$ cat config.mk
export PLATFORM = sky130hd
export DESIGN_NAME = tpbc_front
export DESIGN_NICKNAME = d
export VERILOG_FILES = /design/src/hdl/tpbc_pkg.sv /design/src/hdl/tpbc_front.sv
export SDC_FILE = /design/constraint.sdc
export NUM_CORES = 1
export LEC_CHECK = 0
export ABC_CLOCK_PERIOD_IN_PS = 3400
export BUFFER_PORTS_ARGS = -buffer_cell sky130_fd_sc_hd__buf_4
export CORE_ASPECT_RATIO = 0.75
export CORE_MARGIN = 10
export CORE_UTILIZATION = 45
export DETAILED_ROUTE_END_ITERATION = 10
export PLACE_DENSITY_LB_ADDON = 0.08
export SLEW_MARGIN = 20
export SYNTH_ARGS = -nofsm -noshare
export SYNTH_HDL_FRONTEND = slang
export SYNTH_SLANG_ARGS = --single-unit
export TNS_END_PERCENT = 20
$ cat constraint.sdc
create_clock -name clk -period 3.4 [get_ports clk]
set_input_delay 0.17 -clock clk [delete_from_list [all_inputs] [get_ports clk]]
set_output_delay 0.17 -clock clk [all_outputs]
set_load 0.1 [all_outputs]
$ cat src/hdl/tpbc_pkg.sv
// ----------------------------------------------------------------------------
// tpbc_pkg
// Types, constants and codes shared by the TCP port byte counter modules.
// ----------------------------------------------------------------------------
package tpbc_pkg;

  localparam int unsigned PORT_ENTRIES = 1024;
  localparam int unsigned SLOT_W = (PORT_ENTRIES > 1) ? $clog2(PORT_ENTRIES) : 1;
  localparam int unsigned QUEUE_DEPTH = 4;
  localparam int unsigned QPTR_W = $clog2(QUEUE_DEPTH);

  localparam logic [15:0] ETHERTYPE_IPV4 = 16'h0800;
  localparam logic [7:0]  PROTO_TCP      = 8'd6;

  localparam logic CMD_ACCOUNT = 1'b0;
  localparam logic CMD_READ    = 1'b1;

  localparam logic [1:0] CFG_HOST_ADDR = 2'd0;
  localparam logic [1:0] CFG_PORT_LOW  = 2'd1;
  localparam logic [1:0] CFG_PORT_HIGH = 2'd2;

  localparam logic [31:0] HOST_ADDR_RESET = 32'd0;
  localparam logic [15:0] PORT_LOW_RESET  = 16'd1;
  localparam logic [15:0] PORT_HIGH_RESET = 16'd1024;

  typedef struct packed {
    logic        command;
    logic [15:0] eth_type;
    logic [7:0]  ip_protocol;
    logic [31:0] src_addr;
    logic [31:0] dst_addr;
    logic [15:0] src_port;
    logic [15:0] dst_port;
    logic [15:0] frame_length;
    logic [15:0] read_port;
  } item_t;

  typedef struct packed {
    logic [31:0] out_bytes;
    logic [31:0] in_bytes;
    logic        in_window;
  } result_t;

  // Classified request handed from the front end to the counter engine.
  typedef struct packed {
    logic              is_read;
    logic              out_en;
    logic [SLOT_W-1:0] out_slot;
    logic              in_en;
    logic [SLOT_W-1:0] in_slot;
    logic [15:0]       length;
    logic              in_window;
  } op_t;

  typedef struct packed {
    logic clearing;
  } back_status_t;

  typedef enum logic [1:0] {
    ST_CLEAR,
    ST_IDLE,
    ST_EXEC
  } back_state_t;

endpackage

$ cat src/hdl/tpbc_front.sv
// ----------------------------------------------------------------------------
// tpbc_front
// Holds the configuration registers and classifies incoming requests.
// ----------------------------------------------------------------------------
module tpbc_front import tpbc_pkg::*; (
  input  logic        clk,
  input  logic        rst,
  input  logic        cfg_write,
  input  logic [1:0]  cfg_index,
  input  logic [31:0] cfg_data,
  input  item_t       item,
  output op_t         op,
  output logic        keep
);

  logic [31:0] host_addr;
  logic [15:0] port_low;
  logic [15:0] port_high;

  logic              src_ok, dst_ok, rd_ok;
  logic [SLOT_W-1:0] src_slot, dst_slot, rd_slot;
  logic              is_tcp;

  function automatic logic counted(input logic [15:0] port, input logic [15:0] lo,
                                   input logic [15:0] hi);
    logic [15:0] off;
    off = port - lo;
    return (port >= lo) && (port <= hi) && ({1'b0, off} < 17'(PORT_ENTRIES));
  endfunction

  always_ff @(posedge clk) begin
    if (rst) begin
      host_addr <= HOST_ADDR_RESET;
      port_low  <= PORT_LOW_RESET;
      port_high <= PORT_HIGH_RESET;
    end else if (cfg_write) begin
      case (cfg_index)
        CFG_HOST_ADDR: host_addr <= cfg_data;
        CFG_PORT_LOW:  port_low  <= cfg_data[15:0];
        CFG_PORT_HIGH: port_high <= cfg_data[15:0];
        default: ;
      endcase
    end
  end

  always_comb begin
    src_ok   = counted(item.src_port, port_low, port_high);
    dst_ok   = counted(item.dst_port, port_low, port_high);
    rd_ok    = counted(item.read_port, port_low, port_high);
    src_slot = SLOT_W'(item.src_port - port_low);
    dst_slot = SLOT_W'(item.dst_port - port_low);
    rd_slot  = SLOT_W'(item.read_port - port_low);
    is_tcp   = (item.eth_type == ETHERTYPE_IPV4) && (item.ip_protocol == PROTO_TCP);

    op.is_read   = (item.command == CMD_READ);
    op.length    = item.frame_length;
    op.in_window = rd_ok;
    if (item.command == CMD_READ) begin
      op.out_en   = 1'b0;
      op.in_en    = 1'b0;
      op.out_slot = rd_slot;
      op.in_slot  = rd_slot;
    end else begin
      op.out_en   = is_tcp && (item.src_addr == host_addr) && src_ok;
      op.in_en    = is_tcp && (item.dst_addr == host_addr) && dst_ok;
      op.out_slot = src_slot;
      op.in_slot  = dst_slot;
    end
    // drop packets that touch no counter
    keep = op.is_read || op.out_en || op.in_en;
  end

endmodule

==> impl_metrics.sql <==
INSERT INTO impl_metrics (metric_group, metric, value, unit) VALUES
('run_status', 'run_status', 'finished clean', ''),
('timing', 'final_min_period_over_clock_period', '97.81', '%'),
('timing', 'finalSetupTns', '0', 'ps'),
('detailed_routing', 'drc', '0', ''),
('detailed_routing', 'vias', '7133', ''),
('run', 'max_cap_viol_count', '0', ''),
('power_and_ir_drop', 'p_comb_share', '43.2', '%'),
('finish', 'area_growth', '29.44', '%'),
('synthesis', 'async_flop_share', '0', '%'),
('worst_setup_path', 'reg2reg_slack', '2470', 'ps'),
('place', 'final_hpwl_dp', '20.24', 'mm'),
('worst_setup_path', 'timing_worst_setup_path_type', 'flip-flop to output pin', ''),
('worst_setup_path', 'path_common_cell', 'a21o_1', ''),
('worst_setup_path', 'startpoint_of_the_most_critical_register_to_register_path', 'port_high[10]$_SDFFE_PP1P_', ''),
('detailed_routing', 'detail_route_antenna_nets', '0', ''),
('worst_setup_path', 'max_stage_delay', '390', 'ps'),
('die', 'start_util', '46.61', '%'),
('detailed_routing', 'route.detailed.vias_per_inst', '5.564', ''),
('global_routing', 'grt_start_max_net_pins', '65', ''),
('place', 'place_worst_setup_slack', '141.3', 'ps'),
('timing', 'final_max_slew_viol_count', '0', ''),
('place', 'globalplace.congestion', '0.9237', ''),
('worst_setup_path', 'critical_path.cell_chain', 'ha_1 -> inv_1 -> fa_1 -> a21o_1 -> a21o_1 -> nand3_1 -> a21o_2 -> buf_4 -> o32ai_1 -> or3_4 -> a2111oi_4 -> buf_6', ''),
('timing', 'slew-limit-headroom', '50.40', '%'),
('worst_setup_path', 'path_buf_inv', '3', ''),
('worst_setup_path', 'worstReg2RegEnd', 'port_high[10]$_SDFFE_PP1P_', ''),
('global_routing', 'track_usage', '22.32', '%'),
('clock_network', 'cts-buffers-inserted', '9', ''),
('min_path', 'min-delay-path-class', 'primary input to flip-flop', ''),
('clock_network', 'number_of_h_tree_levels', '3', ''),
('clock_network', 'clock_latency', '320', 'ps'),
('worst_setup_path', 'largest_delay_contributor_family_on_the_critical_path', 'compound AO/OA/AOI/OAI gates', ''),
('die', 'fp.dieArea', '20540', 'sq um'),
('die', 'std_cell_rows', '38', ''),
('synthesis', 'synth_cells', '901', ''),
('worst_setup_path', 'crit_path_max_fanout', '4', ''),
('synthesis', 'synth-seq-area-share', '18.77', '%'),
('synthesis', 'synth.yosys.warnings', '0', ''),
('synthesis', 'synthesis.area_per_instance', '7.575', 'sq um'),
('synthesis', 'combinational_family_with_the_most_area_after_synthesis', 'compound AO/OA/AOI/OAI gates', ''),
('timing', 'timing.final.hold_violations', '0', ''),
('synthesis', 'synth_compound_area_share', '22.38', '%'),
('power_and_ir_drop', 'netSwitchingFraction', '38.17', '%'),
('power_and_ir_drop', 'p_sw', '1.160', 'mW'),
('detailed_routing', 'drtIter0Drc', '612', ''),
('power_and_ir_drop', 'total_leakage_power', '3.750', 'nW'),
('worst_setup_path', 'r2r.worst_path.cells', '3', ''),
('min_path', 'holdPathEnd', 'port_high[10]$_SDFFE_PP1P_', ''),
('worst_setup_path', 'timing.critical_path.slowest_stage_cell', 'fa_1', ''),
('detailed_routing', 'detail_route.wl_per_cell', '18.88', 'um'),
('detailed_routing', 'detail_route.first_pass.iterations', '5', ''),
('worst_setup_path', 'cp.required', '3230', 'ps'),
('die', 'die_w', '162.2', 'um'),
('global_routing', 'grt.overflow.total', '0', ''),
('synthesis', 'synth.lib_cells_used.distinct', '78', ''),
('synthesis', 'syn-cell-area', '6825', 'sq um'),
('timing', 'clock-skew-final', '0', 'ps'),
('finish', 'multi_input_comb_area', '5225', 'sq um'),
('min_path', 'timing.hold.worst.start', 'cfg_data[10]', ''),
('clock_network', 'cts_buffer_depth', '2', ''),
('place', 'port_buffers', '198', ''),
('die', 'placeableCoreArea', '14640', 'sq um'),
('synthesis', 'synthAdderAreaFrac', '18.48', '%'),
('die', 'die_h', '126.7', 'um'),
('place', 'placed_area', '8402', 'sq um'),
('global_routing', 'antenna_violations_before_repair', '0', ''),
('timing', 'post-route-min-period', '3326', 'ps'),
('global_routing', 'global_route_wire_length_before_repair', '37.05', 'mm'),
('timing', 'slew_at_the_pin_with_the_worst_max_slew_slack', '744.0', 'ps'),
('global_routing', 'number_of_global_route_vias_before_repair', '6850', ''),
('finish', 'final.fill_count', '1424', '');
-- layout by cell type (no fill, tap or decap), types with 4 or more instances in the layout --
cell / instances
o211ai_1: 5
nand2b_1: 7
o21ai_0: 29
clkbuf_16: 9
mux2i_1: 5
or2_2: 5
nand4_1: 28
and3_1: 4
o21ai_2: 4
a21oi_1: 100
xor2_1: 32
nor4_1: 11
nand3b_1: 6
nor3_1: 10
buf_4: 203
a31oi_1: 5
nand2_1: 157
inv_1: 52
o21a_1: 5
xnor2_1: 56
a21o_1: 25
a21oi_2: 4
ha_1: 94
nor2_1: 37
dfxtp_1: 63
nor2b_1: 6
nand3_1: 14
-- synthesized netlist by cell type, types with 14 or more instances --
master	number	area (sq um)
nand2_1	157	589.3
a21oi_1	100	500.5
dfxtp_1	64	1281
xor2_1	32	280.3
a21o_1	25	187.7
buf_4	18	135.1
clkbuf_1	21	78.83
nand4_1	28	175.2
nor2_1	38	142.6
xnor2_1	56	490.5
ha_1	96	1201
o21ai_0	30	150.1
inv_1	53	198.9
nand3_1	14	70.07
-- through the flow --
step	std cells	hold slack [ps]	power (mW)	util (%)
floorplan	901	287.8	1.762	-
global placement	1264	341.2	2.079	57.37
detailed placement	1264	341.2	2.081	57.37
CTS	1281	78.17	3.018	59.74
global route	1282	86.62	3.192	60.33
finish	1282	80.30	3.038	60.33
-- worst reg2reg max path, delay by kind of cell, from the launching register on --
family                 cells  cell delay (ps)
DFF                        1              290
buffers and inverters      1              170
and+or+nand+nor            1               80
AOI/OAI and AO/OA          1              280
-- logic make-up (layout without fill, tap and decap cells) --
group           Yosys count  count (layout)
buf+inv                  95             276
compound gates          235             235
flops                    64              64
xor+xnor                 88              88
fa+ha+maj                99              99
simple gates            315             315
mux                       5               5
-- power by group through the flow --
stage | combinational (mW) | sequential [mW] | clock, mW
after global placement | 1.27 | 0.813 | 0
final | 1.31 | 0.799 | 0.928
after global routing | 1.42 | 0.802 | 0.973
after floorplan | 0.954 | 0.808 | 0
after detailed placement | 1.27 | 0.814 | 0
after CTS | 1.28 | 0.798 | 0.936
-- how the worst max path moves through the flow --
| stage | endpoint | cells after the start | startpoint | slack (ps) |
|---|---|---|---|---|
| floorplan | op[34] | 8 | port_low[0]$_SDFFE_PP1P_ | -520 |
| global placement | keep | 12 | port_low[0]$_SDFFE_PP1P_ | 220 |
| CTS | op[0] | 11 | port_low[0]$_SDFFE_PP1P_ | 9 |
| global route | op[0] | 12 | port_low[0]$_SDFFE_PP1P_ | -50 |
| detailed placement | keep | 12 | port_low[0]$_SDFFE_PP1P_ | 140 |
| finish | op[0] | 12 | port_low[0]$_SDFFE_PP1P_ | 70 |
-- layer usage --
metal / global-route usage, % / vias up / share of wire (%)
met5: 0 / - / 0
li1: - / 3562 / -
met4: 4.378 / 0 / 1.1
met1: 32.72 / 3259 / 49
met3: 5.398 / 32 / 8.5
met2: 32.17 / 280 / 42
-- state kept, by name (all words and copies together), names as in the netlist --
register / count
port_low: 16
port_high: 16
host_addr: 32
-- cell type report --
class / instances / share of cell area [%]
Timing Repair Buffer: 207 / 17.86
Clock buffer: 13 / 2.946
Clock inverter: 3 / 0.4532
Multi-Input combinational cell: 742 / 59.14
Sequential cell: 64 / 14.52
Tap cell: 200 / 2.832
Inverter: 53 / 2.252
-- what timing repair did --
item                       CTS  global route
setup buffers                1             1
pin swaps                    0             3
gates cloned                 0             0
hold endpoints to repair     0             0
setup endpoints to repair    4             4
gates resized for setup      8            17
No activity file was read; power rests on OpenSTA's default activity.
