### src/hdl/tpbc_pkg.sv
// ----------------------------------------------------------------------------
// tpbc_pkg
// Types, constants and codes shared by the TCP port byte counter modules.
// ----------------------------------------------------------------------------
package tpbc_pkg;

  localparam int unsigned PORT_ENTRIES = 1024;
  localparam int unsigned SLOT_W = (PORT_ENTRIES > 1) ? $clog2(PORT_ENTRIES) : 1;
  localparam int unsigned QUEUE_DEPTH = 4;
  localparam int unsigned QPTR_W = $clog2(QUEUE_DEPTH);

  localparam logic [15:0] ETHERTYPE_IPV4 = 16'h0800;
  localparam logic [7:0]  PROTO_TCP      = 8'd6;

  localparam logic CMD_ACCOUNT = 1'b0;
  localparam logic CMD_READ    = 1'b1;

  localparam logic [1:0] CFG_HOST_ADDR = 2'd0;
  localparam logic [1:0] CFG_PORT_LOW  = 2'd1;
  localparam logic [1:0] CFG_PORT_HIGH = 2'd2;

  localparam logic [31:0] HOST_ADDR_RESET = 32'd0;
  localparam logic [15:0] PORT_LOW_RESET  = 16'd1;
  localparam logic [15:0] PORT_HIGH_RESET = 16'd1024;

  typedef struct packed {
    logic        command;
    logic [15:0] eth_type;
    logic [7:0]  ip_protocol;
    logic [31:0] src_addr;
    logic [31:0] dst_addr;
    logic [15:0] src_port;
    logic [15:0] dst_port;
    logic [15:0] frame_length;
    logic [15:0] read_port;
  } item_t;

  typedef struct packed {
    logic [31:0] out_bytes;
    logic [31:0] in_bytes;
    logic        in_window;
  } result_t;

  // Classified request handed from the front end to the counter engine.
  typedef struct packed {
    logic              is_read;
    logic              out_en;
    logic [SLOT_W-1:0] out_slot;
    logic              in_en;
    logic [SLOT_W-1:0] in_slot;
    logic [15:0]       length;
    logic              in_window;
  } op_t;

  typedef struct packed {
    logic clearing;
  } back_status_t;

  typedef enum logic [1:0] {
    ST_CLEAR,
    ST_IDLE,
    ST_EXEC
  } back_state_t;

endpackage

### src/hdl/tpbc_queue.sv
// ----------------------------------------------------------------------------
// tpbc_queue
// Short register queue between the front end and the counter engine.
// ----------------------------------------------------------------------------
module tpbc_queue import tpbc_pkg::*; (
  input  logic clk,
  input  logic rst,
  input  logic wr_en,
  input  op_t  wr_op,
  output logic full,
  input  logic rd_en,
  output op_t  rd_op,
  output logic empty
);

  op_t               slots [QUEUE_DEPTH];
  logic [QPTR_W-1:0] wr_ptr;
  logic [QPTR_W-1:0] rd_ptr;
  logic [QPTR_W:0]   count;

  assign full  = (count == (QPTR_W + 1)'(QUEUE_DEPTH));
  assign empty = (count == '0);
  assign rd_op = slots[rd_ptr];

  always_ff @(posedge clk) begin
    if (wr_en) begin
      slots[wr_ptr] <= wr_op;
    end
  end

  always_ff @(posedge clk) begin
    if (rst) begin
      wr_ptr <= '0;
      rd_ptr <= '0;
      count  <= '0;
    end else begin
      if (wr_en) begin
        wr_ptr <= wr_ptr + 1'b1;
      end
      if (rd_en) begin
        rd_ptr <= rd_ptr + 1'b1;
      end
      case ({wr_en, rd_en})
        2'b10:   count <= count + 1'b1;
        2'b01:   count <= count - 1'b1;
        default: count <= count;
      endcase
    end
  end

endmodule

### config.mk
export PLATFORM = sky130hd
export DESIGN_NAME = tpbc_queue
export DESIGN_NICKNAME = d
export VERILOG_FILES = /design/src/hdl/tpbc_pkg.sv /design/src/hdl/tpbc_queue.sv
export SDC_FILE = /design/constraint.sdc
export NUM_CORES = 1
export LEC_CHECK = 0
export BUFFER_PORTS_ARGS = -buffer_cell sky130_fd_sc_hd__buf_4
export CAP_MARGIN = 20
export CORE_MARGIN = 5
export CORE_UTILIZATION = 61
export CTS_CLUSTER_DIAMETER = 120
export CTS_CLUSTER_SIZE = 10
export DETAILED_ROUTE_END_ITERATION = 8
export PLACE_DENSITY = 0.84
export SLEW_MARGIN = 20
export SYNTH_ARGS = -nofsm -noshare
export SYNTH_HDL_FRONTEND = slang
export SYNTH_SLANG_ARGS = --single-unit
### constraint.sdc
create_clock -name clk -period 4.8 [get_ports clk]
set_input_delay 0.96 -clock clk [delete_from_list [all_inputs] [get_ports clk]]
set_output_delay 0.96 -clock clk [all_outputs]
set_load 0.01 [all_outputs]
==> results.md, run 1 <==
- Status: completed
- Total via count in the routed design: 2795
- Arithmetic-cell share of the synthesized area counting full adders, half adders and majority gates: 1.32%
- Reg clk slew, reported paths: 60 ps
- Final critical delay including setup and external delays: 3170 ps
- Share of the clock period used by the worst path: 66.0%
- Number of nets with antenna violations after routing: 0
- Number of buffers added for setup after CTS: 0
- Number of fillers in the final layout: 581
- Most used cells in the layout excluding fill and tap cells: sky130_fd_sc_hd__edfxtp_1 (160), sky130_fd_sc_hd__buf_4 (85), sky130_fd_sc_hd__mux4_2 (40)
- Routed vias/inst: 5.60
- Number of nets in the finished design: 401
- Critical-path maximum fanout: 40
- Overall Global Routing Usage: 17.5%
- Crit Path Class: flop to output port
- Crit-path leading delay family: flip-flops
- I/O pin count: 86
- Standby leakage power: 0.00256 uW
- Post-synthesis net count: 306
- Diode insertion count for antenna repair: 0
- PostCTS Resize Cnt: 0
- Setup slack of the most critical reg-to-reg path: 2950 ps
- Count of cell types in the netlist: 21
- Worst path arrival time: 2210 ps
- Power per cell area: 443 mW/mm2
- Maximum level of the CTS H-tree: 4
- Core region area: 0.0101 mm2
- Proportion of synthesized chip area in sequential cells: 79.7%
- Clk Latency, worst-skew pair: 510 ps
- Hold-fix buffers at CTS: 0
- Global-route wire length before repair: 16.3 mm
- Cell Area, Synth: 0.00625 mm2
- IR Drop Worst-Case VDD: 0.000238 V
- Leading area contributor after synthesis: sky130_fd_sc_hd__edfxtp_1
- Share of the synthesized netlist area taken by xor and xnor gates: 0.701%
- Mean cell area of the mapped netlist: 24.4 um2
- Placed wire-length estimate after detailed placement: 5.86 mm
- Setup crit start kind: flop
- Max Fclk: 0.316 GHz
- Full die area: 0.0124 mm2
- Final number of max-transition violations: 0
- Summed negative setup slack over all endpoints: 0 ps
- Maximum number of pins on one net before global-route repair: 41
- Leftover overflow at the end of global routing: 0
- Worst clock skew: 10.1 ps
- Post-synth top area share: 76.9%
- Number of endpoints failing setup at the final stage: 0
- CTS tree: done
- Final hold violation count: 0
- Gp weighted congestion: 0.663
- Required time of the worst setup path: 3840 ps
- Post-synthesis compound-gate area fraction: 0.240%
- Post-synthesis instance total: 256
- Transition time at the pin with the least slew margin: 1080 ps
- Worst slew slack as a fraction of its limit: 27.7%
- Routed WL per cell: 20.5 um
- Via count of the first global-routing pass: 3037
- Number of buffers created by CTS: 17
- Cells along the critical path: mux4_2 > buf_4
- Effective utilization at floorplan: 61.7%
- Most common library cell in the layout ignoring fill and taps: sky130_fd_sc_hd__edfxtp_1
- Slowest cell on the critical path: sky130_fd_sc_hd__dfxtp_4
- Count of max-cap constraint violations: 0
- Type of the most critical hold path: flop to flop
- PortBufs: 85
- Site Rows: 37
- Unrepaired setup endpoints after global routing: false
- Summed area of non-filler cells in the final layout: 0.00754 mm2
- Antenna violations before repair: 0
- Horizontal extent of the die: 111 um
- Total Routed Length: 10.2 mm
- Register bit total from synthesis: 169
- Stage delay of the slowest cell on the critical path: 890 ps
- Simple-gate portion of the synthesized area: 1.22%
- Number of buffers between clock root and the deepest sink: 2
- Kind of capture point of the worst setup path: output port
- Total number of yosys warnings: 0
- Violation count after the first detailed-routing iteration: 163
- Placed instance area: 0.00695 mm2
- Total clock sinks: 169
- Die height: 111 um
- Main combinational cell family by area after synthesis: multiplexers
- Bufs and invs on worst path: 1
- First drt pass iteration count: 4
- Multiplexer area fraction after synthesis: 14.6%
- Fraction of final layout cells with drive strength greater than 1: 44.4%
- Cell at the root of the clock tree: sky130_fd_sc_hd__clkbuf_8
- Synth-to-Final Area Change: 20.6%
- DRC Markers: 0
- Area contributors post-synth: sky130_fd_sc_hd__edfxtp_1 (77%), sky130_fd_sc_hd__mux4_2 (14%), sky130_fd_sc_hd__dfxtp_1 (2.9%)
[per-stage QoR]
stage	util [%]	std cells	power, uW	setup WS [ps]	hold slack [ps]
finish	74.4	499	3340	1630	539
detailed placement	68.6	467	2090	2110	502
global placement	68.6	467	2080	2100	487
CTS	74.1	498	3360	1550	526
global route	74.4	499	3460	1450	546
floorplan	-	256	1940	2470	467
[power by group]
group / internal [uW] / switching (uW)
logic: 178 / 137
clock network: 744 / 536
registers: 1690 / 50.4
total: 2610 / 723
[worst min-delay path, cell delays in order, from the launching register on]
cell and delay, ps:
sky130_fd_sc_hd__dfxtp_1 330, sky130_fd_sc_hd__xor2_1 70, sky130_fd_sc_hd__nor2_1 100
[Yosys cell counts]
cell,instances
sky130_fd_sc_hd__buf_12,4
sky130_fd_sc_hd__inv_1,6
sky130_fd_sc_hd__clkbuf_1,1
sky130_fd_sc_hd__nor3_1,1
sky130_fd_sc_hd__xor2_1,3
sky130_fd_sc_hd__dfxtp_1,9
sky130_fd_sc_hd__buf_2,4
sky130_fd_sc_hd__and2_1,4
sky130_fd_sc_hd__edfxtp_1,160
sky130_fd_sc_hd__nand2_1,1
sky130_fd_sc_hd__mux2i_1,1
sky130_fd_sc_hd__mux4_2,40
sky130_fd_sc_hd__fa_1,1
sky130_fd_sc_hd__a21oi_1,2
sky130_fd_sc_hd__nor2_1,8
sky130_fd_sc_hd__ha_1,5
sky130_fd_sc_hd__xnor2_1,2
sky130_fd_sc_hd__buf_6,1
sky130_fd_sc_hd__or3_1,1
sky130_fd_sc_hd__o21ai_0,1
sky130_fd_sc_hd__and3_1,1
[flip-flops by register name (all words and copies together), names as in the netlist, named ones only]
name    cells
slots     160
count       3
rd_ptr      2
wr_ptr      2
[worst paths after layout]
path | end | start | cells past startpoint
worst min-delay path | flop | rd_ptr[1]$_SDFFE_PP0P_ | 2
worst min register to register | flop | rd_ptr[1]$_SDFFE_PP0P_ | 2
worst max register to register | slots[2][33]$_DFFE_PP_ | wr_ptr[0]$_SDFFE_PP0P_ | 3
worst max-delay path | rd_op[21] | flop | 2
[routing by layer]
layer  wire length, um  track usage [%]
met2              5180             28.0
met3               547             5.57
met5                 0                0
met1              4370             23.4
met4               110             5.60
[cell type report]
| class | instances | area [um2] | share of cell area (%) |
|---|---|---|---|
| clock buffers | 19 | 422 | 5.59 |
| inverters | 6 | 22.5 | 0.299 |
| repair buffers | 86 | 658 | 8.73 |
| well taps | 136 | 170 | 2.26 |
| flip-flops and latches | 169 | 4990 | 66.2 |
| clock inverters | 12 | 141 | 1.88 |
| multi-input cells | 71 | 1130 | 15.1 |
[cells by family (layout without fill, tap and decap cells)]
group | after synthesis | in the layout
compound gates | 3 | 3
xor+xnor | 5 | 5
fa+ha+maj | 6 | 6
buf+inv | 16 | 123
flops | 169 | 169
mux | 41 | 41
simple gates | 16 | 16
(Power assumes the default switching activity.)
==> run 2, diff against run 1 <==
Settings changed: ABC_AREA set to 1, CORE_UTILIZATION 61 to 57, PLACE_DENSITY 0.84 to 0.79.
Clock period 4.8 ns to 3.3 ns, I/O delays scaled along.
==> results.md, run 2 <==
- Most used cells in the layout excluding fill and tap cells: sky130_fd_sc_hd__edfxtp_1 (160), sky130_fd_sc_hd__buf_4 (90), sky130_fd_sc_hd__nor2_1 (83)
- Gp weighted congestion: 0.739
- Combined area of the multi-input logic cells: 0.00116 mm2
- Number of fillers in the final layout: 760
- Number of placed instances, taps included: 653
- Diode insertion count for antenna repair: 0
- Power share of the sequential group: 49.7%
- Placed wire-length estimate after detailed placement: 7.00 mm
- Most common library cell in the layout ignoring fill and taps: sky130_fd_sc_hd__edfxtp_1
- I/O pin count: 86
- Post-synth top area share: 74.0%
- Maximum level of the CTS H-tree: 4
- Final hold violation count: 0
- Violation count after the first detailed-routing iteration: 257
- Leftover overflow at the end of global routing: 0
- Reg clk slew, reported paths: 60 ps
- Total Routed Length: 12.4 mm
- Number of nets with antenna violations after routing: 0
- IR Drop Worst-Case VDD: 0.000415 V
- Total number of yosys warnings: 0
- Type of the most critical hold path: input port to flop
- Unrepaired setup endpoints after global routing: false
- Post-synthesis net count: 495
- Crit Path Class: flop to output port
- Post-synthesis instance total: 445
- Status: completed
- Synth-to-Final Area Change: 18.6%
- Worst path arrival time: 2110 ps
- Placed instance area: 0.00708 mm2
- Global-route wire length before repair: 19.8 mm
- Worst R2R Start: wr_ptr[1]$_SDFFE_PP0P_
- Post-route setup slack: 531 ps
- Clk Latency, worst-skew pair: 420 ps
- Overall Global Routing Usage: 19.6%
- Total via count in the routed design: 3881
- Number of buffers between clock root and the deepest sink: 2
- Mean cell area of the mapped netlist: 14.6 um2
- Antenna violations before repair: 0
- Kind of capture point of the worst setup path: output port
- Power share of the combinational group: 9.5%
- Proportion of synthesized chip area in sequential cells: 76.8%
- Max Fclk: 0.361 GHz
- Setup crit start kind: flop
- Share of the clock period used by the worst path: 83.9%
- PostCTS Resize Cnt: 0
- CTS tree: done
- Startpoint of the most critical hold path: wr_op[38]
- Hold-fix buffers at CTS: 0
- PortBufs: 85
- Internal power of the cells: 3950 uW
- Register bit total from synthesis: 169
- Maximum number of pins on one net before global-route repair: 81
- Net switching power: 1050 uW
- Count of flip-flops with a built-in enable after synthesis: 160
- Number of buffers added for setup after CTS: 0
- Number of nets in the finished design: 579
- Final critical delay including setup and external delays: 2770 ps
- Die height: 117 um
- Sequential cell area: 0.00499 mm2
- Final number of max-transition violations: 0
- Site Rows: 39
- Horizontal extent of the die: 117 um
- Critical-path maximum fanout: 80
- Routed vias/inst: 5.67
- Fraction of final layout cells with drive strength greater than 1: 22.9%
- Number of buffers created by CTS: 17
- Worst slew slack as a fraction of its limit: 31.9%
- Leading area contributor after synthesis: sky130_fd_sc_hd__edfxtp_1
- Required time of the worst setup path: 2640 ps
- Standby leakage power: 0.00277 uW
- Summed negative setup slack over all endpoints: 0 ps
- Worst clock skew: 14.2 ps
- Via count of the first global-routing pass: 3920
- Cell Area, Synth: 0.00649 mm2
- Dominant cell by count in the synthesized netlist: sky130_fd_sc_hd__edfxtp_1
- Summed area of non-filler cells in the final layout: 0.00770 mm2
- Effective utilization at floorplan: 57.6%
- Core region area: 0.0113 mm2
- Transition time at the pin with the least slew margin: 1020 ps
- Count of cell types in the netlist: 21
- Register ranked first by flip-flop count: slots
- DP Worst Slack: 1040 ps
- Proportion of total power due to net switching: 20.9%
- Cell at the root of the clock tree: sky130_fd_sc_hd__clkbuf_16
- Count of non-filler cells in the finished layout: 685
- Main flop type after synthesis: sky130_fd_sc_hd__edfxtp_1
- DRC Markers: 0
- Power per cell area: 648 mW/mm2
- Routed WL per cell: 18.2 um
- Number of flip-flops in the largest register: 160
- Area contributors post-synth: sky130_fd_sc_hd__edfxtp_1 (74%), sky130_fd_sc_hd__nor2_1 (4.8%), sky130_fd_sc_hd__o22ai_1 (3.9%)
- Count of max-cap constraint violations: 0
- Post-synth top cells: sky130_fd_sc_hd__edfxtp_1 (160), sky130_fd_sc_hd__nor2_1 (83), sky130_fd_sc_hd__o21ai_0 (46), sky130_fd_sc_hd__o22ai_1 (40), sky130_fd_sc_hd__o21ai_1 (38)
- Full die area: 0.0136 mm2
- First drt pass iteration count: 4
- Total clock sinks: 169
- Number of endpoints failing setup at the final stage: 0
- Fraction of registers with async set/reset: 0%
- Clk pwr share: 40.9%
- Largest registers ranked by flip-flop count: slots: 160 flops, count: 3 flops
## run 2: final timing paths
kind	endpoint	slack, ps	depth (start not counted)
max	rd_op[4]	530	5
min	slots[1][38]$_DFFE_PP_	440	1
max reg2reg	slots[1][5]$_DFFE_PP_	1530	4
min reg2reg	rd_ptr[1]$_SDFFE_PP0P_	450	1
## run 2: layer usage
metal,GRT usage [%],part of all wire [%]
met1,25.1,40
met2,32.1,52
met3,5.65,6.9
met4,7.03,1.4
met5,0,0
## run 2: cells by family (layout without fill, tap and decap cells)
| logic type | after synthesis | after routing | synth area share [%] |
|---|---|---|---|
| flops | 169 | 169 | 76.8 |
| compound gates | 131 | 131 | 11.0 |
| simple gates | 96 | 96 | 5.65 |
| buf+inv | 43 | 140 | 5.34 |
| fa+ha+maj | 6 | 6 | 1.27 |
## run 2: cell type report
cell class	instances	area share (%)
Clock inverter	7	1.84
Multi-Input combinational cell	233	15.1
Tap cell	143	2.32
Inverter	18	1.04
Timing Repair Buffer	90	8.77
Sequential cell	169	64.8
Clock buffer	25	6.17
## run 2: metrics by stage
step / power (uW) / hold WS (ps) / utilization, %
floorplan: 2790 / 412 / -
global placement: 2980 / 424 / 62.8
detailed placement: 3000 / 444 / 62.8
CTS: 5020 / 431 / 68.3
global route: 5190 / 424 / 68.3
finish: 4990 / 442 / 68.3
## run 2: critical path, cell delays in order, from the launching register on
cell,delay [ps]
sky130_fd_sc_hd__dfxtp_2,680
sky130_fd_sc_hd__buf_4,320
sky130_fd_sc_hd__inv_12,130
sky130_fd_sc_hd__o21ai_1,220
sky130_fd_sc_hd__o22ai_1,120
sky130_fd_sc_hd__buf_4,160
## run 2: power by group through the flow
stage,Combinational [uW],Sequential (uW),Clock [uW]
floorplan,280,2510,0
global placement,461,2520,0
detailed placement,474,2530,0
CTS,479,2480,2060
global route,521,2490,2180
finish,472,2480,2040
